[src/hw/rtl/hce_pkg.sv]
// ----------------------------------------------------------------------------
// hce_pkg: shared types and constants for the Huffman code encoder
// Operation codes, field widths, queue sizing and the queue item struct.
// ----------------------------------------------------------------------------
package hce_pkg;

    localparam int SYMBOL_COUNT = 256;
    localparam int MAX_CODE_LEN = 32;
    localparam int BYTE_BITS    = 8;
    localparam int WORD_BITS    = 32;
    localparam int LEN_LIMIT    = (MAX_CODE_LEN < WORD_BITS) ? MAX_CODE_LEN : WORD_BITS;

    localparam int SYM_W   = 8;
    localparam int CODE_W  = 32;
    localparam int LEN_W   = 6;
    localparam int ADDR_W  = $clog2(SYMBOL_COUNT);
    localparam int ENTRY_W = LEN_W + CODE_W;
    localparam int ACC_W   = WORD_BITS + BYTE_BITS;
    localparam int CNT_W   = $clog2(ACC_W + 1);

    localparam int S_TDATA_W = 48;
    localparam int S_TUSER_W = 2;
    localparam int M_TDATA_W = 8;

    localparam int QUEUE_DEPTH = 4;
    localparam int QPTR_W      = $clog2(QUEUE_DEPTH);
    localparam int QCNT_W      = $clog2(QUEUE_DEPTH + 1);

    typedef enum logic [1:0] {
        OP_LOAD   = 2'd0,
        OP_ENCODE = 2'd1,
        OP_FLUSH  = 2'd2,
        OP_UNUSED = 2'd3
    } op_t;

    // code_left: code word left aligned in the word, bits below length zero
    typedef struct packed {
        op_t                op;
        logic [CODE_W-1:0]  code_left;
        logic [LEN_W-1:0]   len;
    } item_t;

endpackage

[src/hw/rtl/hce_back.sv]
// ----------------------------------------------------------------------------
// hce_back: bit packer and output register
// Appends queued codes to a left-aligned bit accumulator and, while the output
// is free, emits one byte per cycle; a flush pads pending bits into the last byte.
// ----------------------------------------------------------------------------
module hce_back (
    input  logic                          aclk,
    input  logic                          aresetn,
    input  logic                          q_valid,
    input  hce_pkg::item_t                q_item,
    output logic                          q_pop,
    output logic                          m_tvalid,
    input  logic                          m_tready,
    output logic [hce_pkg::M_TDATA_W-1:0] m_tdata,  // out_byte
    output logic                          m_tlast   // last
);
    import hce_pkg::*;

    // accumulator: valid bits sit at the top, everything below them is zero
    logic [ACC_W-1:0]     acc_reg, acc_next;
    logic [CNT_W-1:0]     cnt_reg, cnt_next;
    logic                 mvalid_reg;
    logic [M_TDATA_W-1:0] mdata_reg;
    logic                 mlast_reg;

    logic                 out_free;
    logic                 emit;
    logic                 flush_out;
    logic [ACC_W-1:0]     base_acc;
    logic [CNT_W-1:0]     base_cnt;

    assign out_free = !mvalid_reg || m_tready;

    always_comb begin
        emit      = out_free && (cnt_reg >= CNT_W'(BYTE_BITS));
        base_acc  = emit ? {acc_reg[ACC_W-BYTE_BITS-1:0], {BYTE_BITS{1'b0}}} : acc_reg;
        base_cnt  = emit ? cnt_reg - CNT_W'(BYTE_BITS) : cnt_reg;
        q_pop     = 1'b0;
        flush_out = 1'b0;
        acc_next  = base_acc;
        cnt_next  = base_cnt;
        // next item may enter in the same cycle as the last full byte leaves
        if (q_valid && (base_cnt < CNT_W'(BYTE_BITS))) begin
            case (q_item.op)
                OP_ENCODE: begin
                    q_pop    = 1'b1;
                    acc_next = base_acc |
                               ({q_item.code_left, {BYTE_BITS{1'b0}}} >> base_cnt[2:0]);
                    cnt_next = base_cnt + CNT_W'(q_item.len);
                end
                OP_FLUSH: begin
                    if (base_cnt == '0) begin
                        q_pop = 1'b1;
                    end else if (!emit && out_free) begin
                        q_pop     = 1'b1;
                        flush_out = 1'b1;
                        acc_next  = '0;
                        cnt_next  = '0;
                    end
                end
                default: begin
                    q_pop = 1'b1;
                end
            endcase
        end
    end

    always_ff @(posedge aclk) begin
        if (!aresetn) begin
            acc_reg    <= '0;
            cnt_reg    <= '0;
            mvalid_reg <= 1'b0;
        end else begin
            acc_reg <= acc_next;
            cnt_reg <= cnt_next;
            if (emit || flush_out) begin
                mvalid_reg <= 1'b1;
            end else if (m_tready) begin
                mvalid_reg <= 1'b0;
            end
        end
        if (emit || flush_out) begin
            mdata_reg <= acc_reg[ACC_W-1 -: BYTE_BITS];
            mlast_reg <= flush_out;
        end
    end

    assign m_tvalid = mvalid_reg;
    assign m_tdata  = mdata_reg;
    assign m_tlast  = mlast_reg;

    a_cnt_range: assert property (@(posedge aclk) disable iff (!aresetn)
        cnt_reg <= CNT_W'(ACC_W))
        else $error("bit count out of range");

    a_pad_zero: assert property (@(posedge aclk) disable iff (!aresetn)
        (cnt_reg < CNT_W'(BYTE_BITS)) |-> (acc_reg[ACC_W-BYTE_BITS-1:0] == '0))
        else $error("bits below pending byte not clear");

    a_flush_excl: assert property (@(posedge aclk) disable iff (!aresetn)
        !(emit && flush_out))
        else $error("flush byte and data byte in one cycle");

    a_flush_clears: assert property (@(posedge aclk) disable iff (!aresetn)
        flush_out |=> (cnt_reg == '0) && mvalid_reg && mlast_reg)
        else $error("flush did not clear accumulator");

endmodule

[config.mk]
export PLATFORM = sky130hd
export DESIGN_NAME = hce_back
export DESIGN_NICKNAME = d
export VERILOG_FILES = /design/src/hw/rtl/hce_pkg.sv /design/src/hw/rtl/hce_back.sv
export SDC_FILE = /design/constraint.sdc
export NUM_CORES = 1
export LEC_CHECK = 0
export BUFFER_PORTS_ARGS = -buffer_cell sky130_fd_sc_hd__buf_4
export CORE_MARGIN = 8
export CORE_UTILIZATION = 55
export CTS_CLUSTER_SIZE = 10
export DETAILED_ROUTE_END_ITERATION = 16
export PLACE_DENSITY = 0.81
export SKIP_LAST_GASP = 1
export SYNTH_ARGS = -nofsm -noshare
export SYNTH_HDL_FRONTEND = slang
export SYNTH_SLANG_ARGS = --single-unit
[constraint.sdc]
create_clock -name aclk -period 5 [get_ports aclk]
set_input_delay 0.5 -clock aclk [delete_from_list [all_inputs] [get_ports aclk]]
set_output_delay 0.5 -clock aclk [all_outputs]
set_load 0.005 [all_outputs]
==> results.json <==
{
  "p_comb_share_pct": 45.7,
  "slew_violations": 0,
  "crit_path_start": "m_tvalid",
  "r2r-start": "cnt_reg[1]",
  "yosysWarningCount": 0,
  "ant_nets": 0,
  "path_max_fanout": 14,
  "synth.avg_cell_area_um2": 10.1,
  "layout-drive-gt1-share_pct": 21.0,
  "synth_top_area_cell": "mux2i_1",
  "netlist_area_um2": 3690,
  "ys_seq_area_share_pct": 32.8,
  "hold_class": "reg -> reg",
  "final_cell_mix": "107 x mux2i_1, 58 x buf_4, 44 x dfxtp_1",
  "cts_root_buf": "clkbuf_8",
  "maxCapViolCount": 0,
  "outcome": "finished clean",
  "grt_pass1_wl_um": 15100,
  "cts_tree": "yes",
  "synth_top_area_share_pct": 29.0,
  "preCtsSetupSlack_ns": 2.20,
  "fp.dieH_um": 97.9,
  "via_per_inst": 6.35,
  "ios": 55,
  "synth_edf_count": 9,
  "synthTopCellsByArea": "mux2i_1 29%, dfxtp_1 25%, edfxtp_1 7.3%, mux4_2 5.5%, o22ai_1 4.2%",
  "htree_levels": 2,
  "period_share_pct": 57.1,
  "synthArstFlopShare_pct": 0,
  "min_from": "acc_reg[0]",
  "drt_pass1_iterations": 4,
  "largest_reg_flops": 40,
  "fin_util_pct": 62.9,
  "detail_route.wl_per_cell_um": 19.0,
  "r2r_cells": 2,
  "required_ns": 4.50,
  "gp_congestion": 0.865,
  "netSwitchingPower_mw": 0.606,
  "final_hold_viol_count": 0,
  "clk_latency_ns": 0.32,
  "cp-end-kind": "output pin",
  "synth_nets": 419,
  "fin_nets": 457,
  "num_antenna_cells": 0,
  "initial_core_util_pct": 55.6,
  "hpwl_um": 6810,
  "internal_power_mw": 0.895,
  "worst_pin_slew_ns": 1.24,
  "regToRegSetupSlack_ns": 2.19,
  "setup.worst_path.class": "reg -> out",
  "min_period_ns": 2.85,
  "rows": 30,
  "placed_cell_area_um2": 4090,
  "p_leak_nw": 1.40,
  "clock_path_buffers": 2,
  "postCtsSetupRepairBufs": 0,
  "area_delta_synth_final_pct": 13.2,
  "p_clk_share_pct": 16.9,
  "fmax_ghz": 0.350,
  "fp.coreArea_um2": 6640,
  "ctsResizeCount": 0,
  "grt_overflow": 0,
  "grt_max_degree": 48,
  "fill_cells": 570,
  "total_power_mw": 1.50,
  "grt_use_total_pct": 19.0,
  "vias": 3081,
  "clock_sinks": 56,
  "syn_inst": 366,
  "rr_endpoint": "m_tdata[3]",
  "power_density_nw_per_um2": 359,
  "clkTransAtPathRegs_ns": 0.10,
  "worst_ir_drop_vdd_v": 0.000229,
  "fin_area_um2": 4180,
  "drcViolationCount": 0,
  "switching_share_pct": 40.4,
  "drt_wl_total_um": 9210,
  "die_x_um": 97.9,
  "fp.dieArea_um2": 9590,
  "startpoint_type": "register",
  "io_buffers": 54,
  "finClkSkew_ns": 0.00862,
  "setup_ws_ns": 2.15,
  "hold_depth": 2,
  "cts_buffers": 5,
  "arrival_ns": 2.35,
  "hold_buffers": 0,
  "synth_cell_types": 49,
  "finalSetupViolCount": 0,
  "fin_setup_tns_ns": 0,
  "synth_flop_cell": "dfxtp_1",
  "ys_ff_latch": 56,
  "whs_endpoint": "acc_reg[0]",
  "rsz0062_at_grt": "false",
  "maxSlewHeadroom_pct": 17.4,
  "antenna_found_initial": 0,
  "layout_commonest_cell": "mux2i_1",
  "drt-initial-drc-count": 242,
  "pwr-share-seq_pct": 37.4,
  "first_global_vias": 3095
}
## cells by family after synthesis
group           synth area share [%]
flops                           32.8
mux                             34.8
compound gates                  13.4
fa+ha+maj                       3.25
buf+inv                         4.44
xor+xnor                       0.475
simple gates                    10.9
## power groups by stage
stage / clock [mW] / sequential [mW] / combinational [mW]
final: 0.254 / 0.561 / 0.687
after floorplan: 0 / 0.567 / 0.467
after detailed placement: 0 / 0.571 / 0.677
after global routing: 0.272 / 0.567 / 0.744
after CTS: 0.258 / 0.561 / 0.680
after global placement: 0 / 0.568 / 0.652
## final cells by class
type	instances	area [um2]	share of cell area, %
multi-input cells	278	2320	55.5
clock inverters	3	21.3	0.509
well taps	80	100	2.40
flip-flops and latches	56	1210	29.1
inverters	5	18.8	0.449
clock buffers	5	68.8	1.65
repair buffers	58	435	10.4
## Yosys cell counts (3+ instances only)
cell	instances
ha_1	8
o21a_1	3
nor2b_1	5
nand3_1	10
a31oi_1	7
nand3b_1	3
mux2i_1	107
a21oi_1	5
or3_1	3
inv_1	5
buf_1	3
nor3_1	5
edfxtp_1	9
o21ai_0	7
clkbuf_1	10
o22ai_1	25
nand2_1	24
a32oi_1	4
a211oi_1	5
buf_2	11
dfxtp_1	47
nor2_1	15
mux4_2	9
## worst max-delay path: stages, from the launching register on
cell and delay (ns):
dfxtp_1 0.37, nor2b_1 0.77, o31ai_1 0.26, buf_4 0.26, a21oi_1 0.16, nor2b_1 0.08, buf_4 0.14
## worst max path at each step
stage	end	slack [ns]	cells after the start
after global routing	cnt_reg[5]	1.95	8
after detailed placement	m_tdata[4]	2.20	2
after global placement	m_tdata[6]	2.32	2
final	q_pop	2.15	6
after floorplan	acc_reg[29]	2.73	7
after CTS	m_tlast	2.17	2
## metrics by stage
step | hold WS [ns] | std cells
finish | 0.442 | 485
global route | 0.454 | 485
CTS | 0.444 | 485
detailed placement | 0.422 | 477
global placement | 0.414 | 477
floorplan | 0.408 | 366
## metal layers
layer,vias up,wire length (um),GRT usage [%]
met5,-,0,0
met4,0,122,6.12
met3,11,650,4.20
met2,120,4380,32.3
met1,1473,4060,23.2
li1,1477,-,-
No activity file was read; power rests on OpenSTA's default activity.
