### src/hw/rtl/hce_pkg.sv
// ----------------------------------------------------------------------------
// hce_pkg: shared types and constants for the Huffman code encoder
// Operation codes, field widths, queue sizing and the queue item struct.
// ----------------------------------------------------------------------------
package hce_pkg;

    localparam int SYMBOL_COUNT = 256;
    localparam int MAX_CODE_LEN = 32;
    localparam int BYTE_BITS    = 8;
    localparam int WORD_BITS    = 32;
    localparam int LEN_LIMIT    = (MAX_CODE_LEN < WORD_BITS) ? MAX_CODE_LEN : WORD_BITS;

    localparam int SYM_W   = 8;
    localparam int CODE_W  = 32;
    localparam int LEN_W   = 6;
    localparam int ADDR_W  = $clog2(SYMBOL_COUNT);
    localparam int ENTRY_W = LEN_W + CODE_W;
    localparam int ACC_W   = WORD_BITS + BYTE_BITS;
    localparam int CNT_W   = $clog2(ACC_W + 1);

    localparam int S_TDATA_W = 48;
    localparam int S_TUSER_W = 2;
    localparam int M_TDATA_W = 8;

    localparam int QUEUE_DEPTH = 4;
    localparam int QPTR_W      = $clog2(QUEUE_DEPTH);
    localparam int QCNT_W      = $clog2(QUEUE_DEPTH + 1);

    typedef enum logic [1:0] {
        OP_LOAD   = 2'd0,
        OP_ENCODE = 2'd1,
        OP_FLUSH  = 2'd2,
        OP_UNUSED = 2'd3
    } op_t;

    // code_left: code word left aligned in the word, bits below length zero
    typedef struct packed {
        op_t                op;
        logic [CODE_W-1:0]  code_left;
        logic [LEN_W-1:0]   len;
    } item_t;

endpackage

### src/hw/rtl/hce_queue.sv
// ----------------------------------------------------------------------------
// hce_queue: work queue between front and back
// Small register FIFO of queue items with an occupancy count.
// ----------------------------------------------------------------------------
module hce_queue (
    input  logic                       aclk,
    input  logic                       aresetn,
    input  logic                       push,
    input  hce_pkg::item_t             push_item,
    input  logic                       pop,
    output logic                       head_valid,
    output hce_pkg::item_t             head_item,
    output logic [hce_pkg::QCNT_W-1:0] count
);
    import hce_pkg::*;

    item_t               slot_reg [QUEUE_DEPTH];
    logic [QPTR_W-1:0]   wr_ptr_reg, wr_ptr_next;
    logic [QPTR_W-1:0]   rd_ptr_reg, rd_ptr_next;
    logic [QCNT_W-1:0]   cnt_reg, cnt_next;

    always_comb begin
        wr_ptr_next = wr_ptr_reg;
        rd_ptr_next = rd_ptr_reg;
        cnt_next    = cnt_reg;
        if (push) begin
            wr_ptr_next = (wr_ptr_reg == QPTR_W'(QUEUE_DEPTH - 1)) ? '0 : wr_ptr_reg + 1'b1;
        end
        if (pop) begin
            rd_ptr_next = (rd_ptr_reg == QPTR_W'(QUEUE_DEPTH - 1)) ? '0 : rd_ptr_reg + 1'b1;
        end
        if (push && !pop) begin
            cnt_next = cnt_reg + 1'b1;
        end else if (pop && !push) begin
            cnt_next = cnt_reg - 1'b1;
        end
    end

    always_ff @(posedge aclk) begin
        if (!aresetn) begin
            wr_ptr_reg <= '0;
            rd_ptr_reg <= '0;
            cnt_reg    <= '0;
        end else begin
            wr_ptr_reg <= wr_ptr_next;
            rd_ptr_reg <= rd_ptr_next;
            cnt_reg    <= cnt_next;
        end
        if (push) begin
            slot_reg[wr_ptr_reg] <= push_item;
        end
    end

    assign head_valid = cnt_reg != '0;
    assign head_item  = slot_reg[rd_ptr_reg];
    assign count      = cnt_reg;

    a_no_overflow: assert property (@(posedge aclk) disable iff (!aresetn)
        push |-> (cnt_reg != QCNT_W'(QUEUE_DEPTH)) || pop)
        else $error("queue push while full");

    a_no_underflow: assert property (@(posedge aclk) disable iff (!aresetn)
        pop |-> cnt_reg != '0)
        else $error("queue pop while empty");

    a_count_range: assert property (@(posedge aclk) disable iff (!aresetn)
        cnt_reg <= QCNT_W'(QUEUE_DEPTH))
        else $error("queue count out of range");

endmodule

### config.mk
export PLATFORM = sky130hd
export DESIGN_NAME = hce_queue
export DESIGN_NICKNAME = d
export VERILOG_FILES = /design/src/hw/rtl/hce_pkg.sv /design/src/hw/rtl/hce_queue.sv
export SDC_FILE = /design/constraint.sdc
export NUM_CORES = 1
export LEC_CHECK = 0
export BUFFER_PORTS_ARGS = -buffer_cell sky130_fd_sc_hd__buf_2
export CORE_MARGIN = 3
export CORE_UTILIZATION = 35
export CTS_BUF_LIST = sky130_fd_sc_hd__clkbuf_16
export DETAILED_ROUTE_END_ITERATION = 12
export GPL_ROUTABILITY_DRIVEN = 1
export GPL_TIMING_DRIVEN = 0
export PLACE_DENSITY = 0.64
export SKIP_CTS_REPAIR_TIMING = 1
export SLEW_MARGIN = 20
export SYNTH_ARGS = -nofsm -noshare
export SYNTH_HDL_FRONTEND = slang
export SYNTH_SLANG_ARGS = --single-unit
### constraint.sdc
create_clock -name aclk -period 2.2 [get_ports aclk]
set_input_delay 0.11 -clock aclk [delete_from_list [all_inputs] [get_ports aclk]]
set_output_delay 0.11 -clock aclk [all_outputs]
set_load 0.005 [all_outputs]
==> flow_summary.yaml, run 1 <==
flow_run:
  drv_cap: 0
cells_and_area:
  layout-drive-gt1-share: 0.405
  finish.utilization: 0.462
  nets: 450
  fill_cells: 1497
  layout.cells.non_filler: 637
  syn_to_final_growth_pct: 28.2
  n_antenna_cell: 0
  largest_register_ffs: 160
timing:
  worst_pin_slew_ns: 0.658
  clock.fmax_mhz: 545
  report.final.hold_viol_count: 0
  slew_headroom: 0.561
  slew_violations: 0
  setup_violations: 0
  rsz0062_at_grt: "false"
  period_share: 0.834
  finalClockSkew_ns: 0.0122
  min_period_ns: 1.84
  setup_ws_ns: 0.365
drt:
  dr.pass1.iters: 4
  num_vias: 2948
  final_antenna_net_count: 0
  route.detailed.drc: 0
  wl_per_cell_um: 17.4
  totalWireLength_mm: 11.1
  viasPerCell: 4.63
  drt_iter0_markers: 150
power:
  p_leak_nw: 2.79
  vdd_drop_max_mv: 0.483
  p_total_mw: 7.54
  powerDensity_mw_per_mm2: 937
global_routing:
  grt_pass1_wl_mm: 17.4
  grt_usage: 0.118
  grt_max_degree: 41
  antenna_found_initial: 0
  grt_pass1_vias: 3145
  grt-ovfl-total: 0
synthesis:
  synth_cell_types: 20
  synth-edff-count: 160
  syn-num-nets: 303
  async_reset_ff_frac: 0
  syn_avg_cell_area_um2: 24.9
  ys_ff_latch: 169
  netlist_area_mm2: 0.00627
  synthCells: 252
  ys_warn_count: 0
  ys_seq_area_frac: 0.795
  ys.flop_type: "edfxtp_1"
clock_tree:
  clkLatencyLatePin_ns: 0.42
  cts_sinks: 169
  numCtsBuffers: 17
  cts_tree: "built"
  path_clk_slew_ns: 0.06
  clk_path_buf_depth: 2
  htree_num_levels: 4
  root_buffer: "clkbuf_16"
die:
  ios: 88
  fp-row-count: 48
  die_area_mm2: 0.0196
  fp.coreArea_mm2: 0.0174
  die_x_um: 140
  die_h_um: 140
  start_util: 0.360
worst_hold_path:
  holdCritPathClass: "primary input to flop"
placement:
  dpl_worst_slack_ns: 0.458
  dp_hpwl_mm: 6.52
  place_inst: 564
  place_congestion: 0.681
  port_buffers: 87
setup_path:
  required_ns: 2.09
  slowest_delay_ns: 0.52
  worstPathMaxFanout: 10
  worst_path_max_delay_cell: "mux4_2"
  worstSetupPathType: "flop to primary output"
  crit_chain: "buf_6 -> buf_12 -> mux4_2 -> buf_2"
  start_kind: "flop"
  critPathCaptureType: "primary output"
  cp.arrival_ns: 1.73
run_status:
  status: "completed"
## cells by family after synthesis
family                     Yosys count  share of synthesized area
DFF                                169                      0.795
muxes                               44                      0.150
and+or+nand+nor                     14                     0.0134
buffers and inverters               13                     0.0202
adders and majority gates            7                     0.0152
AOI/OAI and AO/OA                    3                    0.00319
xor gates and xnor gates             2                    0.00279
## final timing paths
kind | start | endpoint | slack [ns] | depth (start not counted)
worst max-delay path | flop | head_item[21] | 0.36 | 4
worst min register to register | count[2]$_SDFFE_PN0P_ | count[2]$_SDFFE_PN0P_ | 0.56 | 2
worst min-delay path | pop | flop | 0.06 | 3
worst max register to register | count[0]$_SDFFE_PN0P_ | count[2]$_SDFFE_PN0P_ | 0.60 | 4
## where the power goes
group	switching, mW	leakage [nW]	internal [mW]	total [mW]
logic	0.301	0.938	0.352	0.653
registers	0.0447	1.54	3.68	3.73
clock network	1.16	0.312	2.00	3.16
total	1.51	2.79	6.03	7.54
## per-layer routing
| layer | GRT usage | part of all wire | vias up |
|---|---|---|---|
| met3 | 0.0399 | 0.044 | 11 |
| met4 | 0.0444 | 0.013 | 0 |
| met2 | 0.201 | 0.53 | 69 |
| li1 | - | - | 1354 |
| met1 | 0.141 | 0.41 | 1514 |
| met5 | 0 | 0 | - |
## layout by cell type, fill, tap and decap left out, types with 2 or more instances in the layout
master | Yosys | final
edfxtp_1 | 160 | 160
buf_2 | 4 | 91
dlygate4sd3_1 | 0 | 41
mux4_2 | 40 | 40
clkbuf_16 | 0 | 17
dfxtp_1 | 9 | 9
inv_1 | 4 | 6
ha_1 | 6 | 6
nor2b_1 | 5 | 5
bufinv_16 | 0 | 5
buf_12 | 4 | 4
and2_4 | 0 | 4
mux2i_1 | 4 | 4
clkinv_1 | 0 | 3
or3_1 | 2 | 2
clkinv_4 | 0 | 2
## layout make-up
| type | instances | area (um2) | share of cell area |
|---|---|---|---|
| Multi-Input combinational cell | 70 | 1170 | 0.145 |
| Inverter | 4 | 15.0 | 0.00187 |
| Clock inverter | 15 | 208 | 0.0258 |
| Clock buffer | 17 | 425 | 0.0529 |
| Sequential cell | 169 | 4980 | 0.620 |
| Buffer | 9 | 111 | 0.0139 |
| Timing Repair Buffer | 128 | 846 | 0.105 |
| Tap cell | 225 | 282 | 0.0350 |
## synthesized netlist by cell type, types with 2 or more instances
cell / count / area share
edfxtp_1: 160 / 0.77
mux4_2: 40 / 0.14
dfxtp_1: 9 / 0.029
ha_1: 6 / 0.012
and2_1: 5 / 0.0050
nor2b_1: 5 / 0.0050
buf_12: 4 / 0.013
buf_2: 4 / 0.0032
inv_1: 4 / 0.0024
mux2i_1: 4 / 0.0064
or3_1: 2 / 0.0020
## worst max-delay path, delay by kind of cell, from the launching register on
kind,cells,cell delay (ns)
mux,1,0.52
buf+inv,3,0.46
flops,1,0.32
## through the flow
step	hold WS, ns	cell area [um2]	setup TNS (ns)
after floorplan	0.209	6270	0
after global placement	0.320	6990	-77.36
after detailed placement	0.327	7000	0
after CTS	-0.119	7630	0
after global routing	0.0742	8040	0
final	0.0605	8040	0
Power figures use the tool's default switching activity.
==> inputs of run 2 (changes only) <==
--- a/config.mk
+++ b/config.mk
@@ -12,7 +12,7 @@
 export DETAILED_ROUTE_END_ITERATION = 12
 export GPL_ROUTABILITY_DRIVEN = 1
 export GPL_TIMING_DRIVEN = 0
-export PLACE_DENSITY = 0.64
+export PLACE_DENSITY = 0.66
 export SKIP_CTS_REPAIR_TIMING = 1
 export SLEW_MARGIN = 20
 export SYNTH_ARGS = -nofsm -noshare
==> constraint.sdc (replaced) <==
create_clock -name aclk -period 1.5 [get_ports aclk]
set_input_delay 0.075 -clock aclk [delete_from_list [all_inputs] [get_ports aclk]]
set_output_delay 0.075 -clock aclk [all_outputs]
set_load 0.005 [all_outputs]
==> run 2 against run 1 <==
Compared with the run above:
- the run now ends with negative setup slack left
- setup slack lost 0.67 ns
- utilization is 0.62 points higher
- final area increased by 1.3%
- clock power rose by 24%
- sequential share of layout area fell by 0.79 points
- count of clock-buffer cells in the layout did not move
- highest routed layer unchanged
==> flow_summary.yaml, run 2 (same netlist as run 1, synthesis figures left out) <==
run_status:
  status: "complete, but fails checks"
  failed_checks: "negative setup slack"
drt:
  final_antenna_net_count: 0
  wl_per_cell_um: 19.4
  viasPerCell: 4.70
  drt_iter0_markers: 192
  num_vias: 3042
  totalWireLength_mm: 12.5
  met2_length_mm: 6.52
  dr.pass1.iters: 4
  drt-met1-wl_mm: 5.36
  dr_wl_met3_um: 557
  routed.top_layer: "met4"
  route.detailed.drc: 0
cells_and_area:
  most-common-layout-cells: "edfxtp_1 (160), buf_2 (83), dlygate4sd3_1 (41)"
  finish.utilization: 0.468
  n_antenna_cell: 0
  syn_to_final_growth_pct: 30.0
  mostFrequentLayoutCell: "edfxtp_1"
  nets: 460
  layout.cells.non_filler: 647
  largest_register_ffs: 160
  fill_cells: 1486
  layout-drive-gt1-share: 0.424
placement:
  dp_hpwl_mm: 6.57
  place_inst: 564
  port_buffers: 87
  place_congestion: 0.619
  dpl_worst_slack_ns: -0.0993
clock_tree:
  path_clk_slew_ns: 0.06
  numCtsBuffers: 17
  cts_tree: "built"
  htree_num_levels: 4
  clkLatencyLatePin_ns: 0.41
  cts_sinks: 169
  clk_path_buf_depth: 2
  root_buffer: "clkbuf_16"
setup_path:
  worstSetupPathType: "flop to primary output"
  worstPathMaxFanout: 8
  cp.arrival_ns: 1.74
  r2r-end: "slot_reg[3][14]$_DFFE_PP_"
  r2r-start: "wr_ptr_reg[0]$_SDFFE_PN0P_"
  critPathCaptureType: "primary output"
  crit_end: "head_item[29]"
  start_kind: "flop"
  required_ns: 1.42
  reg2reg_depth: 2
  r2r_setup_slack_ns: 0.04
timing:
  period_share: 1.21
  clock.fmax_mhz: 552
  slew_violations: 0
  finalClockSkew_ns: 0.0103
  slew_headroom: 0.745
  whs_ns: 0.0270
  setup_ws_ns: -0.310
  setup_violations: 40
  report.final.hold_viol_count: 0
  timing.setup.tns_ns: -11.73
  min_period_ns: 1.81
  rsz0062_at_grt: "true"
  worst_pin_slew_ns: 0.383
worst_hold_path:
  holdCritPathClass: "primary input to flop"
  hp-start: "pop"
flow_run:
  drv_cap: 0
power:
  vdd_drop_max_mv: 0.744
  powerDensity_mw_per_mm2: 1280
  p_leak_nw: 2.83
die:
  fp.coreArea_mm2: 0.0174
  ios: 88
  fp-row-count: 48
  die_h_um: 140
  die_area_mm2: 0.0196
  die_x_um: 140
  start_util: 0.360
global_routing:
  antenna_found_initial: 0
  grt_max_degree: 41
  grt_pass1_wl_mm: 17.5
  grt_usage: 0.120
  grt-ovfl-total: 0
  grt_pass1_vias: 3147
run 2: cell type report:
class                      instances  area [um2]  area share
sequential                       169        4990       0.612
inverter                           4        15.0     0.00184
timing repair buffer             132         971       0.119
multi-input combinational         76        1220       0.150
tap                              225         282      0.0346
clock inverter                    15         111      0.0137
clock buffer                      17         425      0.0522
buffer                             9         130      0.0160
run 2: power breakdown:
part | leakage [nW] | total, mW | internal, mW | switching [mW]
logic | 1.02 | 1.09 | 0.593 | 0.492
registers | 1.54 | 5.47 | 5.40 | 0.0675
clock network | 0.263 | 3.91 | 2.25 | 1.67
total | 2.83 | 10.5 | 8.24 | 2.23
run 2: metrics by stage:
step	area, um2	power, mW
detailed placement	7000	6.47
floorplan	6270	6.05
CTS	7530	10.4
finish	8150	10.5
global placement	6990	6.43
global route	8150	10.9
run 2: worst min-delay path by stage:
| stage | depth (start not counted) | slack (ns) | to |
|---|---|---|---|
| 2_1_floorplan | 0 | 0.17 | slot_reg[0][0]$_DFFE_PP_ |
| 3_3_place_gp | 1 | 0.28 | slot_reg[1][16]$_DFFE_PP_ |
| 3_5_place_dp | 1 | 0.29 | slot_reg[2][28]$_DFFE_PP_ |
| 4_1_cts | 1 | -0.15 | slot_reg[1][7]$_DFFE_PP_ |
| 5_1_grt | 3 | 0.03 | flop |
| 6_report | 3 | 0.03 | flop |
run 2: critical path, stage by stage (launching register included):
cell and delay, ns:
dfxtp_2 0.34, buf_12 0.17, clkbuf_16 0.17, mux4_2 0.49
buf_2 0.14
run 2: per-layer routing:
layer  track usage  vias up
li1              -     1383
met1         0.141     1584
met2         0.201       64
met3        0.0495       11
met4        0.0367        0
met5             0        -
